<file path="config.mk">
export PLATFORM = sky130hd
export DESIGN_NAME = proximity_guard_with_target_blacklist_flat
export DESIGN_NICKNAME = d
export VERILOG_FILES = /design/src/rtl/pgtb_pkg.sv /design/src/rtl/pgtb_if.sv /design/src/rtl/pgtb_seq.sv /design/src/rtl/pgtb_arith.sv /design/src/rtl/pgtb_guard.sv /design/src/rtl/proximity_guard_with_target_blacklist.sv /design/src/flat_wrapper.sv
export SDC_FILE = /design/constraint.sdc
export NUM_CORES = 2
export LEC_CHECK = 0
export BUFFER_PORTS_ARGS = -buffer_cell sky130_fd_sc_hd__buf_2
export CAP_MARGIN = 20
export CORE_ASPECT_RATIO = 0.6
export CORE_MARGIN = 2
export CORE_UTILIZATION = 30
export DETAILED_ROUTE_END_ITERATION = 10
export HOLD_SLACK_MARGIN = 0.03
export PLACE_DENSITY_LB_ADDON = 0.3
export SYNTH_ARGS = -nofsm -noshare
export SYNTH_HDL_FRONTEND = slang
export SYNTH_SLANG_ARGS = --single-unit
</file>
<file path="constraint.sdc">
create_clock -name clk -period 14.35 [get_ports clk]
set_clock_uncertainty 0.15 [all_clocks]
set_input_delay 0 -clock clk [delete_from_list [all_inputs] [get_ports clk]]
set_output_delay 0 -clock clk [all_outputs]
set_load 0.02 [all_outputs]
</file>
<file path="src/rtl/pgtb_pkg.sv">
package pgtb_pkg;

  localparam int COORD_W   = 16;
  localparam int RAD_W     = 15;
  localparam int MAG_W     = 17;
  localparam int PROD_W    = 34;
  localparam int DIST_W    = 35;
  localparam int RSQ_W     = 30;
  localparam int GOAL_W    = 48;
  localparam int STEP_W    = 4;
  localparam int REG_IDX_W = 1;

  localparam logic [REG_IDX_W-1:0] REG_WARN   = 1'b0;
  localparam logic [REG_IDX_W-1:0] REG_DANGER = 1'b1;

  localparam logic [1:0] LEVEL_CLEAR  = 2'd0;
  localparam logic [1:0] LEVEL_WARN   = 2'd1;
  localparam logic [1:0] LEVEL_DANGER = 2'd2;

  localparam logic [1:0] HOVER_NONE    = 2'd0;
  localparam logic [1:0] HOVER_RELEASE = 2'd1;
  localparam logic [1:0] HOVER_HOLD    = 2'd2;

  localparam logic [STEP_W-1:0] STEP_WAIT = 4'd0;
  localparam logic [STEP_W-1:0] STEP_EMIT = 4'd15;

  typedef logic [STEP_W-1:0] step_t;

  typedef enum logic [2:0] {
    SRC_WARN,
    SRC_DANGER,
    SRC_LX,
    SRC_LY,
    SRC_LZ,
    SRC_GX,
    SRC_GY,
    SRC_GZ
  } src_t;

  typedef enum logic [1:0] {
    ACC_HOLD,
    ACC_LOAD,
    ACC_ADD
  } acc_op_t;

  typedef enum logic [1:0] {
    DST_NONE,
    DST_WR2,
    DST_DR2,
    DST_D
  } dst_t;

  typedef enum logic [2:0] {
    ACT_NONE,
    ACT_FLAGS,
    ACT_DECIDE,
    ACT_SCAN,
    ACT_TRY,
    ACT_EMIT
  } act_t;

  typedef enum logic [2:0] {
    SEQ_NEXT,
    SEQ_WAIT_IN,
    SEQ_BRANCH,
    SEQ_SCAN,
    SEQ_EMIT
  } seq_t;

  typedef enum logic [1:0] {
    MODE_UNARMED = 2'd0,
    MODE_ARMED   = 2'd1,
    MODE_TRYING  = 2'd2
  } mode_t;

  typedef struct packed {
    src_t    src;
    logic    ld_diff;
    logic    ld_prod;
    acc_op_t acc;
    dst_t    dst;
    act_t    act;
    seq_t    seq;
    step_t   target;
  } ctrl_t;

  typedef struct packed {
    logic danger;
    logic warn;
    logic closing;
    logic far;
  } flags_t;

  typedef struct packed {
    logic armed;
    logic scan_busy;
    logic out_free;
  } guard_stat_t;

  typedef struct packed {
    logic signed [COORD_W-1:0] leader_x;
    logic signed [COORD_W-1:0] leader_y;
    logic signed [COORD_W-1:0] leader_z;
    logic signed [COORD_W-1:0] follower_x;
    logic signed [COORD_W-1:0] follower_y;
    logic signed [COORD_W-1:0] follower_z;
    logic signed [COORD_W-1:0] goal_x;
    logic signed [COORD_W-1:0] goal_y;
    logic signed [COORD_W-1:0] goal_z;
  } sample_t;

  typedef struct packed {
    logic [1:0] level;
    logic [1:0] leader_hover;
    logic [1:0] follower_hover;
    logic       follower_reset;
    logic       list_full;
  } result_t;

  function automatic ctrl_t mk(src_t src, logic ld_diff, logic ld_prod, acc_op_t acc,
                               dst_t dst, act_t act, seq_t seq, step_t target);
    ctrl_t c;
    c.src     = src;
    c.ld_diff = ld_diff;
    c.ld_prod = ld_prod;
    c.acc     = acc;
    c.dst     = dst;
    c.act     = act;
    c.seq     = seq;
    c.target  = target;
    return c;
  endfunction

  // Squares are overlapped: operand select, multiply and accumulate each work
  // on a different square in the same step.
  function automatic ctrl_t program_word(step_t step);
    ctrl_t c;
    unique case (step)
      4'd0:    c = mk(SRC_WARN,   1'b0, 1'b0, ACC_HOLD, DST_NONE, ACT_NONE,   SEQ_WAIT_IN, STEP_WAIT);
      4'd1:    c = mk(SRC_WARN,   1'b1, 1'b0, ACC_HOLD, DST_NONE, ACT_NONE,   SEQ_NEXT,    STEP_WAIT);
      4'd2:    c = mk(SRC_DANGER, 1'b1, 1'b1, ACC_HOLD, DST_NONE, ACT_NONE,   SEQ_NEXT,    STEP_WAIT);
      4'd3:    c = mk(SRC_LX,     1'b1, 1'b1, ACC_HOLD, DST_WR2,  ACT_NONE,   SEQ_NEXT,    STEP_WAIT);
      4'd4:    c = mk(SRC_LY,     1'b1, 1'b1, ACC_HOLD, DST_DR2,  ACT_NONE,   SEQ_NEXT,    STEP_WAIT);
      4'd5:    c = mk(SRC_LZ,     1'b1, 1'b1, ACC_LOAD, DST_NONE, ACT_NONE,   SEQ_NEXT,    STEP_WAIT);
      4'd6:    c = mk(SRC_GX,     1'b1, 1'b1, ACC_ADD,  DST_NONE, ACT_NONE,   SEQ_NEXT,    STEP_WAIT);
      4'd7:    c = mk(SRC_GY,     1'b1, 1'b1, ACC_ADD,  DST_NONE, ACT_NONE,   SEQ_NEXT,    STEP_WAIT);
      4'd8:    c = mk(SRC_GZ,     1'b1, 1'b1, ACC_LOAD, DST_D,    ACT_NONE,   SEQ_NEXT,    STEP_WAIT);
      4'd9:    c = mk(SRC_WARN,   1'b0, 1'b1, ACC_ADD,  DST_NONE, ACT_NONE,   SEQ_NEXT,    STEP_WAIT);
      4'd10:   c = mk(SRC_WARN,   1'b0, 1'b0, ACC_ADD,  DST_NONE, ACT_NONE,   SEQ_NEXT,    STEP_WAIT);
      4'd11:   c = mk(SRC_WARN,   1'b0, 1'b0, ACC_HOLD, DST_NONE, ACT_FLAGS,  SEQ_NEXT,    STEP_WAIT);
      4'd12:   c = mk(SRC_WARN,   1'b0, 1'b0, ACC_HOLD, DST_NONE, ACT_DECIDE, SEQ_BRANCH,  STEP_EMIT);
      4'd13:   c = mk(SRC_WARN,   1'b0, 1'b0, ACC_HOLD, DST_NONE, ACT_SCAN,   SEQ_SCAN,    STEP_WAIT);
      4'd14:   c = mk(SRC_WARN,   1'b0, 1'b0, ACC_HOLD, DST_NONE, ACT_TRY,    SEQ_NEXT,    STEP_WAIT);
      4'd15:   c = mk(SRC_WARN,   1'b0, 1'b0, ACC_HOLD, DST_NONE, ACT_EMIT,   SEQ_EMIT,    STEP_WAIT);
      default: c = mk(SRC_WARN,   1'b0, 1'b0, ACC_HOLD, DST_NONE, ACT_NONE,   SEQ_EMIT,    STEP_WAIT);
    endcase
    return c;
  endfunction

endpackage

</file>
<file path="src/rtl/pgtb_if.sv">
interface pgtb_in_if;
  logic               valid;
  logic               ready;
  logic signed [15:0] leader_x;
  logic signed [15:0] leader_y;
  logic signed [15:0] leader_z;
  logic signed [15:0] follower_x;
  logic signed [15:0] follower_y;
  logic signed [15:0] follower_z;
  logic signed [15:0] goal_x;
  logic signed [15:0] goal_y;
  logic signed [15:0] goal_z;

  modport source (
    output valid, leader_x, leader_y, leader_z, follower_x, follower_y, follower_z,
           goal_x, goal_y, goal_z,
    input  ready
  );

  modport sink (
    input  valid, leader_x, leader_y, leader_z, follower_x, follower_y, follower_z,
           goal_x, goal_y, goal_z,
    output ready
  );
endinterface

interface pgtb_out_if;
  logic       valid;
  logic       ready;
  logic [1:0] level;
  logic [1:0] leader_hover;
  logic [1:0] follower_hover;
  logic       follower_reset;
  logic       list_full;

  modport source (
    output valid, level, leader_hover, follower_hover, follower_reset, list_full,
    input  ready
  );

  modport sink (
    input  valid, level, leader_hover, follower_hover, follower_reset, list_full,
    output ready
  );
endinterface

</file>
<file path="src/rtl/pgtb_seq.sv">
module pgtb_seq (
  input  logic                  clk,
  input  logic                  rst,
  input  logic                  accept,
  input  pgtb_pkg::flags_t      flags,
  input  pgtb_pkg::guard_stat_t stat,
  output pgtb_pkg::ctrl_t       cw
);
  import pgtb_pkg::*;

  step_t step;
  step_t step_next;

  assign cw = program_word(step);

  always_comb begin
    step_next = step;
    unique case (cw.seq)
      SEQ_NEXT:    step_next = step + 4'd1;
      SEQ_WAIT_IN: if (accept) step_next = step + 4'd1;
      SEQ_BRANCH:  begin
        if (flags.warn && !flags.danger && stat.armed) step_next = step + 4'd1;
        else step_next = cw.target;
      end
      SEQ_SCAN:    if (!stat.scan_busy) step_next = step + 4'd1;
      SEQ_EMIT:    if (stat.out_free) step_next = cw.target;
      default:     step_next = STEP_WAIT;
    endcase
  end

  always_ff @(posedge clk) begin
    if (rst) begin
      step <= STEP_WAIT;
    end else begin
      step <= step_next;
    end
  end

endmodule

</file>
<file path="src/rtl/pgtb_arith.sv">
module pgtb_arith (
  input  logic                                clk,
  input  logic                                rst,
  input  logic                                accept,
  input  pgtb_pkg::sample_t                   smp,
  input  pgtb_pkg::ctrl_t                     cw,
  input  logic                                wr_en,
  input  logic [pgtb_pkg::REG_IDX_W-1:0]      wr_index,
  input  logic [pgtb_pkg::RAD_W-1:0]          wr_data,
  output pgtb_pkg::flags_t                    flags,
  output logic [pgtb_pkg::GOAL_W-1:0]         goal_pk
);
  import pgtb_pkg::*;

  sample_t             smp_q;
  logic [RAD_W-1:0]    warn_radius;
  logic [RAD_W-1:0]    danger_radius;
  logic [COORD_W-1:0]  opa;
  logic [COORD_W-1:0]  opb;
  logic signed [MAG_W-1:0] sdiff;
  logic [MAG_W-1:0]    mag;
  logic [MAG_W-1:0]    diff_mag;
  logic [PROD_W-1:0]   sq;
  logic [PROD_W-1:0]   prod;
  logic [DIST_W-1:0]   acc;
  logic [DIST_W-1:0]   sep_sq;
  logic [DIST_W-1:0]   prev_dist;
  logic [RSQ_W-1:0]    wr2;
  logic [RSQ_W-1:0]    dr2;

  assign goal_pk = {smp_q.goal_z, smp_q.goal_y, smp_q.goal_x};

  always_comb begin
    unique case (cw.src)
      SRC_LX:  begin opa = smp_q.leader_x; opb = smp_q.follower_x; end
      SRC_LY:  begin opa = smp_q.leader_y; opb = smp_q.follower_y; end
      SRC_LZ:  begin opa = smp_q.leader_z; opb = smp_q.follower_z; end
      SRC_GX:  begin opa = smp_q.goal_x;   opb = smp_q.leader_x;   end
      SRC_GY:  begin opa = smp_q.goal_y;   opb = smp_q.leader_y;   end
      SRC_GZ:  begin opa = smp_q.goal_z;   opb = smp_q.leader_z;   end
      default: begin opa = '0;             opb = '0;               end
    endcase
    sdiff = $signed({opa[COORD_W-1], opa}) - $signed({opb[COORD_W-1], opb});
    unique case (cw.src)
      SRC_WARN:   mag = MAG_W'(warn_radius);
      SRC_DANGER: mag = MAG_W'(danger_radius);
      default:    mag = sdiff[MAG_W-1] ? MAG_W'(-sdiff) : MAG_W'(sdiff);
    endcase
  end

  assign sq = PROD_W'(diff_mag) * PROD_W'(diff_mag);

  always_ff @(posedge clk) begin
    if (accept) smp_q <= smp;
    if (cw.ld_diff) diff_mag <= mag;
    if (cw.ld_prod) prod <= sq;
    case (cw.acc)
      ACC_LOAD: acc <= DIST_W'(prod);
      ACC_ADD:  acc <= acc + DIST_W'(prod);
      default:  acc <= acc;
    endcase
    case (cw.dst)
      DST_WR2: wr2    <= prod[RSQ_W-1:0];
      DST_DR2: dr2    <= prod[RSQ_W-1:0];
      DST_D:   sep_sq <= acc;
      default: sep_sq <= sep_sq;
    endcase
  end

  always_ff @(posedge clk) begin
    if (rst) begin
      warn_radius   <= RAD_W'(1000);
      danger_radius <= RAD_W'(700);
      prev_dist     <= '0;
      flags         <= '0;
    end else begin
      if (wr_en) begin
        unique case (wr_index)
          REG_WARN:   warn_radius   <= wr_data;
          REG_DANGER: danger_radius <= wr_data;
          default:    warn_radius   <= warn_radius;
        endcase
      end
      if (cw.act == ACT_FLAGS) begin
        flags     <= {(sep_sq <= DIST_W'(dr2)), (sep_sq <= DIST_W'(wr2)),
                      (sep_sq < prev_dist), (acc > DIST_W'(wr2))};
        prev_dist <= sep_sq;
      end
    end
  end

endmodule

</file>
<file path="src/rtl/pgtb_guard.sv">
module pgtb_guard #(
  parameter int BLACKLIST_DEPTH = 16
) (
  input  logic                        clk,
  input  logic                        rst,
  input  pgtb_pkg::ctrl_t             cw,
  input  pgtb_pkg::flags_t            flags,
  input  logic [pgtb_pkg::GOAL_W-1:0] goal_pk,
  input  logic                        out_ready,
  output pgtb_pkg::guard_stat_t       stat,
  output logic                        out_valid,
  output pgtb_pkg::result_t           out_data
);
  import pgtb_pkg::*;

  localparam int CW = $clog2(BLACKLIST_DEPTH + 1);
  localparam int AW = (BLACKLIST_DEPTH > 1) ? $clog2(BLACKLIST_DEPTH) : 1;

  logic [GOAL_W-1:0] mem [BLACKLIST_DEPTH];
  logic [GOAL_W-1:0] rd_data;
  logic [GOAL_W-1:0] trial_goal;
  logic [CW-1:0]     count;
  logic [CW-1:0]     idx;
  logic              rd_valid;
  logic              bad;
  logic              has_room;
  logic              mem_we;
  logic              scan_rd;
  logic              emit;
  mode_t             mode;
  result_t           res;
  result_t           res_dec;

  assign has_room = count < CW'(BLACKLIST_DEPTH);
  assign mem_we   = (cw.act == ACT_DECIDE) && !flags.danger && flags.warn &&
                    (mode == MODE_TRYING) && flags.closing && has_room;
  assign scan_rd  = (cw.act == ACT_SCAN) && (idx < count);
  assign emit     = (cw.act == ACT_EMIT) && stat.out_free;

  assign stat.armed     = mode == MODE_ARMED;
  assign stat.scan_busy = (idx < count) || rd_valid;
  assign stat.out_free  = !out_valid || out_ready;

  always_comb begin
    res_dec = '0;
    if (flags.danger) begin
      res_dec.level          = LEVEL_DANGER;
      res_dec.follower_reset = 1'b1;
    end else if (flags.warn) begin
      res_dec.level = LEVEL_WARN;
      if (mode == MODE_ARMED) begin
        res_dec.leader_hover   = HOVER_HOLD;
        res_dec.follower_hover = HOVER_HOLD;
      end else if (mode == MODE_TRYING && flags.closing && !has_room) begin
        res_dec.list_full = 1'b1;
      end
    end else begin
      res_dec.level          = LEVEL_CLEAR;
      res_dec.leader_hover   = HOVER_RELEASE;
      res_dec.follower_hover = HOVER_RELEASE;
    end
  end

  always_ff @(posedge clk) begin
    if (mem_we) mem[count[AW-1:0]] <= trial_goal;
    if (scan_rd) rd_data <= mem[idx[AW-1:0]];
    if (emit) out_data <= res;
  end

  always_ff @(posedge clk) begin
    if (rst) begin
      mode       <= MODE_UNARMED;
      count      <= '0;
      idx        <= '0;
      rd_valid   <= 1'b0;
      bad        <= 1'b0;
      trial_goal <= '0;
      res        <= '0;
      out_valid  <= 1'b0;
    end else begin
      if (emit) out_valid <= 1'b1;
      else if (out_ready) out_valid <= 1'b0;

      case (cw.act)
        ACT_DECIDE: begin
          idx      <= '0;
          rd_valid <= 1'b0;
          bad      <= 1'b0;
          res      <= res_dec;
          if (!flags.danger) begin
            if (flags.warn) begin
              if (mode == MODE_TRYING && flags.closing) begin
                if (has_room) count <= count + CW'(1);
                mode <= MODE_ARMED;
              end
            end else begin
              mode  <= MODE_ARMED;
              count <= '0;
            end
          end
        end
        ACT_SCAN: begin
          rd_valid <= scan_rd;
          if (scan_rd) idx <= idx + CW'(1);
          if (rd_valid && rd_data == goal_pk) bad <= 1'b1;
        end
        ACT_TRY: begin
          if (!bad && flags.far) begin
            trial_goal         <= goal_pk;
            res.follower_hover <= HOVER_RELEASE;
            mode               <= MODE_TRYING;
          end
        end
        default: mode <= mode;
      endcase
    end
  end

endmodule

</file>
<file path="src/rtl/proximity_guard_with_target_blacklist.sv">
// Each input beat runs through the microcode steps to one result beat; a warning in the
// armed mode adds a search over the blacklist entries, and a stall on the result side
// holds the emit step.
// One item at a time: a new sample is taken only after the result of the last one has
// been emitted, set by the microcode step counter and the single squaring multiplier.
// Reset (synchronous, active high) restores the radii to 1000 and 700 mm,
// leaves the guard unarmed with an empty blacklist and drops any held result.
module proximity_guard_with_target_blacklist #(
  parameter int BLACKLIST_DEPTH = 16
) (
  input  logic                                clk,
  input  logic                                rst,
  pgtb_in_if.sink                             sample,
  pgtb_out_if.source                          result,
  input  logic                                wr_en,
  input  logic [pgtb_pkg::REG_IDX_W-1:0]      wr_index,
  input  logic [pgtb_pkg::RAD_W-1:0]          wr_data
);
  import pgtb_pkg::*;

  ctrl_t             cw;
  flags_t            flags;
  guard_stat_t       stat;
  sample_t           smp;
  result_t           out_data;
  logic              accept;
  logic [GOAL_W-1:0] goal_pk;

  assign sample.ready = cw.seq == SEQ_WAIT_IN;
  assign accept       = sample.valid && sample.ready;

  assign smp.leader_x   = sample.leader_x;
  assign smp.leader_y   = sample.leader_y;
  assign smp.leader_z   = sample.leader_z;
  assign smp.follower_x = sample.follower_x;
  assign smp.follower_y = sample.follower_y;
  assign smp.follower_z = sample.follower_z;
  assign smp.goal_x     = sample.goal_x;
  assign smp.goal_y     = sample.goal_y;
  assign smp.goal_z     = sample.goal_z;

  pgtb_seq u_seq (
    .clk    (clk),
    .rst    (rst),
    .accept (accept),
    .flags  (flags),
    .stat   (stat),
    .cw     (cw)
  );

  pgtb_arith u_arith (
    .clk      (clk),
    .rst      (rst),
    .accept   (accept),
    .smp      (smp),
    .cw       (cw),
    .wr_en    (wr_en),
    .wr_index (wr_index),
    .wr_data  (wr_data),
    .flags    (flags),
    .goal_pk  (goal_pk)
  );

  pgtb_guard #(
    .BLACKLIST_DEPTH (BLACKLIST_DEPTH)
  ) u_guard (
    .clk       (clk),
    .rst       (rst),
    .cw        (cw),
    .flags     (flags),
    .goal_pk   (goal_pk),
    .out_ready (result.ready),
    .stat      (stat),
    .out_valid (result.valid),
    .out_data  (out_data)
  );

  assign result.level          = out_data.level;
  assign result.leader_hover   = out_data.leader_hover;
  assign result.follower_hover = out_data.follower_hover;
  assign result.follower_reset = out_data.follower_reset;
  assign result.list_full      = out_data.list_full;

endmodule

</file>
<file path="src/flat_wrapper.sv">
// flat-port wrapper written by rule: the top's interface ports become plain ports
module proximity_guard_with_target_blacklist_flat import pgtb_pkg::*;
#(
  parameter int BLACKLIST_DEPTH = 16
)
  (clk, rst, wr_en, wr_index, wr_data, sample_valid, sample_leader_x, sample_leader_y, sample_leader_z, sample_follower_x, sample_follower_y, sample_follower_z, sample_goal_x, sample_goal_y, sample_goal_z, sample_ready, result_valid, result_level, result_leader_hover, result_follower_hover, result_follower_reset, result_list_full, result_ready);
  pgtb_in_if sample_i ();
  pgtb_out_if result_i ();
  input  logic clk;
  input  logic rst;
  input  logic wr_en;
  input  logic [pgtb_pkg::REG_IDX_W-1:0] wr_index;
  input  logic [pgtb_pkg::RAD_W-1:0] wr_data;
  input wire logic [$bits(sample_i.valid)-1:0] sample_valid;
  input wire logic [$bits(sample_i.leader_x)-1:0] sample_leader_x;
  input wire logic [$bits(sample_i.leader_y)-1:0] sample_leader_y;
  input wire logic [$bits(sample_i.leader_z)-1:0] sample_leader_z;
  input wire logic [$bits(sample_i.follower_x)-1:0] sample_follower_x;
  input wire logic [$bits(sample_i.follower_y)-1:0] sample_follower_y;
  input wire logic [$bits(sample_i.follower_z)-1:0] sample_follower_z;
  input wire logic [$bits(sample_i.goal_x)-1:0] sample_goal_x;
  input wire logic [$bits(sample_i.goal_y)-1:0] sample_goal_y;
  input wire logic [$bits(sample_i.goal_z)-1:0] sample_goal_z;
  output wire logic [$bits(sample_i.ready)-1:0] sample_ready;
  output wire logic [$bits(result_i.valid)-1:0] result_valid;
  output wire logic [$bits(result_i.level)-1:0] result_level;
  output wire logic [$bits(result_i.leader_hover)-1:0] result_leader_hover;
  output wire logic [$bits(result_i.follower_hover)-1:0] result_follower_hover;
  output wire logic [$bits(result_i.follower_reset)-1:0] result_follower_reset;
  output wire logic [$bits(result_i.list_full)-1:0] result_list_full;
  input wire logic [$bits(result_i.ready)-1:0] result_ready;
  assign sample_i.valid = sample_valid;
  assign sample_i.leader_x = sample_leader_x;
  assign sample_i.leader_y = sample_leader_y;
  assign sample_i.leader_z = sample_leader_z;
  assign sample_i.follower_x = sample_follower_x;
  assign sample_i.follower_y = sample_follower_y;
  assign sample_i.follower_z = sample_follower_z;
  assign sample_i.goal_x = sample_goal_x;
  assign sample_i.goal_y = sample_goal_y;
  assign sample_i.goal_z = sample_goal_z;
  assign sample_ready = sample_i.ready;
  assign result_valid = result_i.valid;
  assign result_level = result_i.level;
  assign result_leader_hover = result_i.leader_hover;
  assign result_follower_hover = result_i.follower_hover;
  assign result_follower_reset = result_i.follower_reset;
  assign result_list_full = result_i.list_full;
  assign result_i.ready = result_ready;
  proximity_guard_with_target_blacklist #(.BLACKLIST_DEPTH(BLACKLIST_DEPTH)) u_core (.clk(clk), .rst(rst), .sample(sample_i), .result(result_i), .wr_en(wr_en), .wr_index(wr_index), .wr_data(wr_data));
endmodule
</file>
==> flow_summary.json <==
{
  "status": "finished, final reports clean",
  "r2r_setup_slack_ns": 7.54,
  "antenna_found_initial": 17,
  "netlist_instances": 4236,
  "min_from": "rst",
  "grtUsageTotal_pct": 17.2,
  "ios": 175,
  "holdPathStages": 3,
  "numCtsBuffers": 135,
  "die_area_sq_um": 211000,
  "synth_top_flop_cell": "edfxtp_1",
  "yosysWarningCount": 0,
  "rr_worst_depth": 22,
  "slew_viol_final": 0,
  "start_util_pct": 30.2,
  "htreeDepth": 4,
  "dp_hpwl_microns": 118000,
  "core_area_sq_um": 206000,
  "die_w_microns": 592,
  "multi_input_area_sq_um": 22700,
  "setup_viol": 0,
  "finalSetupTns_ns": 0,
  "first_iter_violations": 4016,
  "drt_pass1_iterations": 5,
  "port-buffer-count": 174,
  "mostFrequentLayoutCells": "edfxtp_1 (1,145), inv_1 (429), nand2_1 (400)",
  "overflow": 0,
  "wl_per_cell_microns": 23.9,
  "ant_nets": 0,
  "worstSetupPathType": "reg -> reg",
  "synth_cell_type_count": 81,
  "num_rows": 129,
  "slew_headroom_pct": 18.8,
  "fin_crit_ns": 6.81,
  "clock_tree.buffer_depth": 3,
  "viasPerCell": 4.97,
  "cts-root-buf": "clkbuf_16",
  "crit_path_end_kind": "flop",
  "path_max_fanout": 19,
  "worstReg2RegStart": "u_core.u_arith.diff_mag[2]$_DFFE_PP_",
  "arrival_ns": 7.19,
  "path_clk_slew_ns": 0.06,
  "drc": 0,
  "clk-insertion-delay-late_ns": 0.79,
  "cts_tree": "built",
  "nFillCells": 19500,
  "cts.sinks": 1303,
  "final_nets": 5430,
  "hold_viol_final": 0,
  "grt_max_degree": 145,
  "num_vias": 38000,
  "tightest_slew_ns": 1.22,
  "period_share_pct": 47.5,
  "timing.rr.end": "u_core.u_arith.prod[33]$_DFFE_PP_",
  "final_common_cell": "edfxtp_1",
  "crit_start": "u_core.u_arith.diff_mag[2]$_DFFE_PP_",
  "grt_setup_unrepaired": "no",
  "grt_pass1_wl_microns": 265000,
  "gp_congestion": 0.839,
  "seq_area_sq_um": 37600,
  "synthArstFlopShare_pct": 0,
  "crit_required_ns": 14.73,
  "ctsResizeCount": 0,
  "whs_endpoint": "u_core.u_arith.prev_dist[4]$_SDFFE_PP0N_",
  "avgSynthCellArea_sq_um": 14.7,
  "drive_gt1_share_pct": 15.4,
  "synth-seq-area-share_pct": 60.3,
  "drt_wl_total_microns": 183000,
  "synth_edf_count": 1145,
  "syn-num-nets": 4890,
  "grt_pass1_vias": 37400,
  "max_freq_ghz": 0.147,
  "area_delta_synth_final_pct": 19.3,
  "maxCapViolations": 0,
  "postSynthRegisterBits": 1303,
  "netlist_area_sq_um": 62300,
  "die_y_microns": 357,
  "hp-class": "in -> reg",
  "startpoint_type": "flop"
}
[critical path: stages, from the launching register on]
cell and delay [ns]:
edfxtp_1 0.94, nand2_1 0.22, inv_1 0.13, fa_1 0.42
inv_1 0.10, fa_1 0.41, fa_1 0.51, inv_1 0.05
fa_1 0.49, fa_1 0.49, inv_1 0.05, fa_1 0.48
inv_1 0.04, ha_1 0.36, and4_1 0.26, and3_1 0.19
o2111ai_1 0.12, a31o_2 0.23, o211a_1 0.21, nor3_1 0.07
a2111o_1 0.39, a21oi_1 0.17, xnor2_1 0.07
[worst max-delay path by stage]
stage	to	cells past startpoint	slack, ns
5_1_grt	u_core.u_arith.prod[31]$_DFFE_PP_	22	7.16
2_1_floorplan	u_core.u_arith.goal_pk[0]$_DFFE_PP_	2	2.40
6_report	u_core.u_arith.prod[33]$_DFFE_PP_	22	7.54
4_1_cts	u_core.u_arith.prod[33]$_DFFE_PP_	22	7.53
3_3_place_gp	u_core.u_arith.prod[33]$_DFFE_PP_	20	7.58
3_5_place_dp	u_core.u_arith.prod[33]$_DFFE_PP_	23	7.54
[cell usage after synthesis, types with 83 or more instances]
master,number,share of area (%)
a21oi_1,219,1.8
nand2_1,400,2.4
a21o_1,83,1.0
edfxtp_1,1145,55
ha_1,297,6.0
inv_1,429,2.6
nor2_1,109,0.66
clkbuf_1,136,0.82
xnor2_1,85,1.2
dfxtp_1,158,5.1
mux4_2,240,8.7
fa_1,192,6.2
[registers in the layout (all words and copies together) (netlist names), 29 cells and up]
| name | flops |
|---|---|
| u_core.u_guard.mem | 768 |
| u_core.u_arith.smp_q | 96 |
| u_core.u_arith.goal_pk | 48 |
| u_core.u_guard.rd_data | 48 |
| u_core.u_guard.trial_goal | 48 |
| u_core.u_arith.acc | 35 |
| u_core.u_arith.prev_dist | 35 |
| u_core.u_arith.sep_sq | 35 |
| u_core.u_arith.prod | 33 |
| u_core.u_arith.dr2 | 29 |
| u_core.u_arith.wr2 | 29 |
[final cells by class]
cell class                      instances  share of cell area, %
Clock inverter                         64                  0.817
Inverter                              429                   2.17
Multi-Input combinational cell       2347                   30.6
Sequential cell                      1303                   50.6
Timing Repair Buffer                  560                   6.23
Tap cell                             2751                   4.63
Antenna cell                            4                 0.0135
Clock buffer                          186                   5.01
[cell families after synthesis]
group / Yosys count / share of synthesized area (%)
AOI/OAI and AO/OA: 609 / 6.44
xor gates and xnor gates: 139 / 1.95
adders and majority gates: 489 / 12.1
buffers and inverters: 586 / 3.54
DFF: 1303 / 60.3
muxes: 281 / 9.44
and+or+nand+nor: 829 / 6.21
[per-layer routing]
metal  vias up  global-route usage (%)  wire length [microns]
li1      16800                       -                      -
met1     19500                    26.8                  89200
met2      1488                    24.6                  76600
met5         -                       0                     48
met4         8                    3.42                   2960
met3       180                    3.44                  14100
[what timing repair did]
| item | 4_1_cts | 5_1_grt |
|---|---|---|
| setup buffers | 0 | 0 |
| hold endpoints to repair | 363 | 0 |
| hold buffers | 332 | 0 |
[metrics by stage]
step	hold WS (ns)	cell area, sq um	setup slack, ns	cells	utilization [%]
floorplan	-0.0511	62300	2.40	4236	-
global placement	0.0262	66600	7.58	7058	32.3
detailed placement	0.0281	66600	7.54	7058	32.3
CTS	0.0607	74300	7.53	7640	36.0
global route	0.102	74300	7.16	7643	36.0
finish	0.0753	74300	7.54	7644	36.0
Power is not shown: default switching activity piles up to over one toggle a cycle in this logic, so the estimate is an artifact.
